<file path="config.mk">
export PLATFORM = sky130hd
export DESIGN_NAME = djs_ram
export DESIGN_NICKNAME = d
export VERILOG_FILES = /design/src/rtl/djs_ram.sv
export SDC_FILE = /design/constraint.sdc
export NUM_CORES = 1
export LEC_CHECK = 0
export BUFFER_PORTS_ARGS = -buffer_cell sky130_fd_sc_hd__buf_2
export CELL_PAD_IN_SITES_DETAIL_PLACEMENT = 0
export CELL_PAD_IN_SITES_GLOBAL_PLACEMENT = 1
export CORE_MARGIN = 2
export CORE_UTILIZATION = 30
export CTS_CLUSTER_SIZE = 24
export DETAILED_ROUTE_END_ITERATION = 8
export HOLD_SLACK_MARGIN = 0.02
export PLACE_DENSITY_LB_ADDON = 0.25
export SYNTH_ARGS = -nofsm -noshare
export SYNTH_HDL_FRONTEND = slang
export SYNTH_SLANG_ARGS = --single-unit
</file>
<file path="constraint.sdc">
create_clock -name clk -period 3.45 [get_ports clk]
set_input_delay 0.5175 -clock clk [delete_from_list [all_inputs] [get_ports clk]]
set_output_delay 0.5175 -clock clk [all_outputs]
set_load 0.005 [all_outputs]
</file>
<file path="src/rtl/djs_ram.sv">
// ----------------------------------------------------------------------------
// djs_ram: generic single-write single-read ram
// one write port, one read port with registered read data
// ----------------------------------------------------------------------------
module djs_ram #(
	parameter int WIDTH = 8,
	parameter int DEPTH = 16
) (
	input  logic                                     clk,
	input  logic                                     we,
	input  logic [((DEPTH > 1) ? $clog2(DEPTH) : 1)-1:0] waddr,
	input  logic [WIDTH-1:0]                         wdata,
	input  logic                                     re,
	input  logic [((DEPTH > 1) ? $clog2(DEPTH) : 1)-1:0] raddr,
	output logic [WIDTH-1:0]                         rdata
);

	logic [WIDTH-1:0] mem [DEPTH];

	always_ff @(posedge clk) begin
		if (we) begin
			mem[waddr] <= wdata;
		end
		if (re) begin
			rdata <= mem[raddr];
		end
	end

endmodule

</file>
### After elaboration in Yosys (flattened, before gate mapping)

Memories as Yosys holds them, arrays and structs flattened. A register that Yosys moved wholly into a read port is not among the register bits.
Cells that the tools add are included.

| word-level totals | value |
|---|---|
| bits in registers | 0 |
| memory bits (writable) | 128 |
| input bits | 19 |
| logic and storage cells | 3 |
| memories | 1 |

Memory list:

| memory | words | width | read ports | clocked after memory_dff | wr ports | RTL line | source |
|---|---|---|---|---|---|---|---|
| mem | 16 | 8 | 1 | 1 | 1 | 18 | `logic [WIDTH-1:0] mem [DEPTH];` |

| operators by class | value |
|---|---|
| mux-type cells | 2 |

Operators by type and width:

| operator | number |
|---|---|
| two-way mux 1 bit | 2 |

### Longest topological paths before layout

| depth | value |
|---|---|
| depth in word-level cells | 2 |
| mapped depth | 5 |
| gate-level depth less buffers | 3 |

### Least setup slack after synthesis

Ideal clock, no wire load.

| timing path | value |
|---|---|
| kind | input to register |
| from | input port waddr[2] (netlist name) |
| to | memory mem[0][0], enable pin |
| arrival time | 1,627 ps |
| required time | 3,067 ps |
| setup slack | 1,440 ps |
| stages on the path | 2 |
| cell sequence | or3b_2 nor3_1 |

RTL lines:

| element | RTL line | source |
|---|---|---|
| from (decl) | 11 | `input logic [((DEPTH > 1) ? $clog2(DEPTH) : 1)-1:0] waddr,` |
| to (decl) | 18 |  |

Straight into the memory's write port.

==> flow_summary.json <==
{
  "port_buffers": 26,
  "synth-seq-cells": 136,
  "drv_slew": 0,
  "critPathLaunch": "raddr[0]",
  "nets": 290,
  "root_buffer": "clkbuf_16",
  "fmax_mhz": 471.2,
  "worstMarginPinSlew_ps": 1015,
  "crit_required_ps": 3610,
  "reg2reg_depth": 3,
  "ctsResizeCount": 0,
  "avgRoutedWirePerCell_um": 21.18,
  "ys_seq_area_share_pct": 78.12,
  "drive_above_1_share_pct": 28.62,
  "syn_nets": 248,
  "cts_made_buffers": 17,
  "skew_ps": 6.446,
  "synth_top_family_by_area": "multiplexers",
  "grt_overflow": 0,
  "power_density_nw_per_um2": 617.2,
  "coreArea_um2": 17180,
  "pin_count": 27,
  "synth_commonest_cells": "edfxtp_1 (136), mux4_2 (18), a22oi_1 (16)",
  "grt_setup_unrepaired": "false",
  "hold_buffers": 0,
  "synthesis.area_um2": 5228,
  "cts_tree": "done",
  "synth_most_common_cell": "edfxtp_1",
  "finalCriticalPeriod_ps": 2122,
  "synth-xor-area-share_pct": 0,
  "die_w_um": 136.0,
  "clkSlewWorstSetupHoldPaths_ps": 60,
  "initial_core_util_pct": 30.43,
  "critPathArrivalTime_ps": 2280,
  "syn_avg_cell_area_um2": 22.83,
  "synth_mux_area_share_pct": 14.79,
  "relSlewSlack_pct": 32.11,
  "hold_viol": 0,
  "timing.rr.start": "mem[1][1]$_DFFE_PP_",
  "grt_pass1_wl_um": 16390,
  "crit_type": "in -> reg",
  "drcViolationCount": 0,
  "p_leak_nw": 2.029,
  "place_hpwl_um": 6656,
  "crit_chain": "buf_2 > buf_4 > mux4_1 > a22oi_1 > nand2_1",
  "num_vias": 2364,
  "yosysWarnings": 0,
  "synth_edf_count": 136,
  "tns_ps": 0,
  "yosysTopAreaCellShare_pct": 78.12,
  "synth_ff_type": "edfxtp_1",
  "clk_latency_ps": 420,
  "setup_viol": 0,
  "synthAdderAreaFrac_pct": 0,
  "antenna_found_initial": 0,
  "async_flop_share_pct": 0,
  "crit_path_max_incr_delay_ps": 590,
  "synthTopCellsByArea": "edfxtp_1 (78%), mux4_2 (7.8%), mux4_1 (7.0%), a22oi_1 (2.3%), nor2_1 (0.93%)",
  "yosysUniqueCellTypes": 18,
  "syn_inst": 229,
  "crit_path_max_fanout": 17,
  "rows": 48,
  "area_delta_synth_final_pct": 18.41,
  "cp.depth": 5,
  "max_cap_viol_count": 0,
  "grt_max_degree": 18,
  "fill_cells": 1623,
  "worstHoldPathType": "in -> reg",
  "min_from": "re",
  "clockBufferDepth": 2,
  "ant_nets": 0,
  "end_kind": "register",
  "yosys.area.top_type": "edfxtp_1",
  "synth_compound_area_share_pct": 2.298,
  "h-tree-depth": 4,
  "gp_congestion": 0.6782,
  "path_delay_family": "buffers and inverters",
  "drt_pass1_iterations": 5,
  "die_area_um2": 18500,
  "ir_drop_uv": 377.6,
  "die_h_um": 136.0,
  "viasPerCell": 4.654,
  "fin_crit_sh_pct": 61.51,
  "n_antenna_cell": 0,
  "path_buf_inv": 2,
  "startpoint_type": "primary input",
  "drtIter0Drc": 137,
  "holdPathStages": 1,
  "wl_um": 10760,
  "final_cells": 508,
  "cp_slowest_cell": "mux4_1",
  "grt_use_total_pct": 13.00,
  "placedCellCount": 477,
  "outcome": "completed",
  "post-cts-setup-buffers": 0,
  "grt_pass1_vias": 2493,
  "clock_sinks": 136,
  "yosys.area_share.simple_pct": 3.135
}
[final timing paths]
path / to / slack [ps]
max: rdata[3]$_DFFE_PP_ / 1330
max reg2reg: rdata[1]$_DFFE_PP_ / 1910
min: rdata[1]$_DFFE_PP_ / 480
min reg2reg: rdata[4]$_DFFE_PP_ / 750
[cell families after synthesis]
family / Yosys count
AO/OA/AOI/OAI: 16
buffers and inverters: 10
flip-flops: 136
multiplexers: 32
AND/OR/NAND/NOR: 35
[cell type report]
type	instances	area (um^2)	share of cell area, %
Sequential cell	136	4084	65.98
Multi-Input combinational cell	83	1057	17.08
Clock buffer	18	429.2	6.933
Tap cell	225	281.5	4.548
Timing Repair Buffer	33	182.7	2.951
Clock inverter	13	155.1	2.507
[registers in the layout, summed over array words and instances, names as in the netlist]
| signal | flops |
|---|---|
| mem | 128 |
| rdata | 8 |
[per-stage QoR]
stage / cell area [um^2] / util (%) / setup WS (ps) / hold slack, ps / power (mW)
finish: 6190 / 36.04 / 1328 / 480.6 / 3.820
global route: 6190 / 36.04 / 1182 / 470.3 / 3.956
CTS: 6190 / 36.04 / 1293 / 469.6 / 3.862
detailed placement: 5605 / 32.63 / 843.6 / 740.8 / 2.076
global placement: 5605 / 32.63 / 865.8 / 724.2 / 2.071
floorplan: 5228 / - / 1440 / 616.4 / 1.998
[where the power goes]
| group | switching, mW | internal (mW) |
|---|---|---|
| logic | 0.0989 | 0.0660 |
| registers | 0.00815 | 1.86 |
| clock network | 0.659 | 1.13 |
| total | 0.766 | 3.05 |
[worst reg2reg max path, delay by kind of cell, from the launching register on]
kind / cells / cell delay [ps]
compound gates: 1 / 330
flops: 1 / 360
mux: 1 / 510
simple gates: 1 / 90
[metal layers]
metal	track usage, %	up-vias	wire length [um]
li1	-	1062	-
met1	16.86	1247	4913
met2	20.24	46	5310
met3	4.586	9	411
met4	4.688	0	126
met5	0	-	0
[layout by cell type (no fill, tap or decap), drive strengths merged]
cell type and n:
a22oi 16, and2 1, and2b 1, buf 33, bufinv 3, clkbuf 18, clkinv 7, clkinvlp 2
edfxtp 136, inv 1, mux4 32, nand2 9, nand2b 2, nand3 1, nand3b 2, nor2 13
nor2b 1, nor3 4, or3b 1
Note: power is estimated with default switching activity, not from simulation.
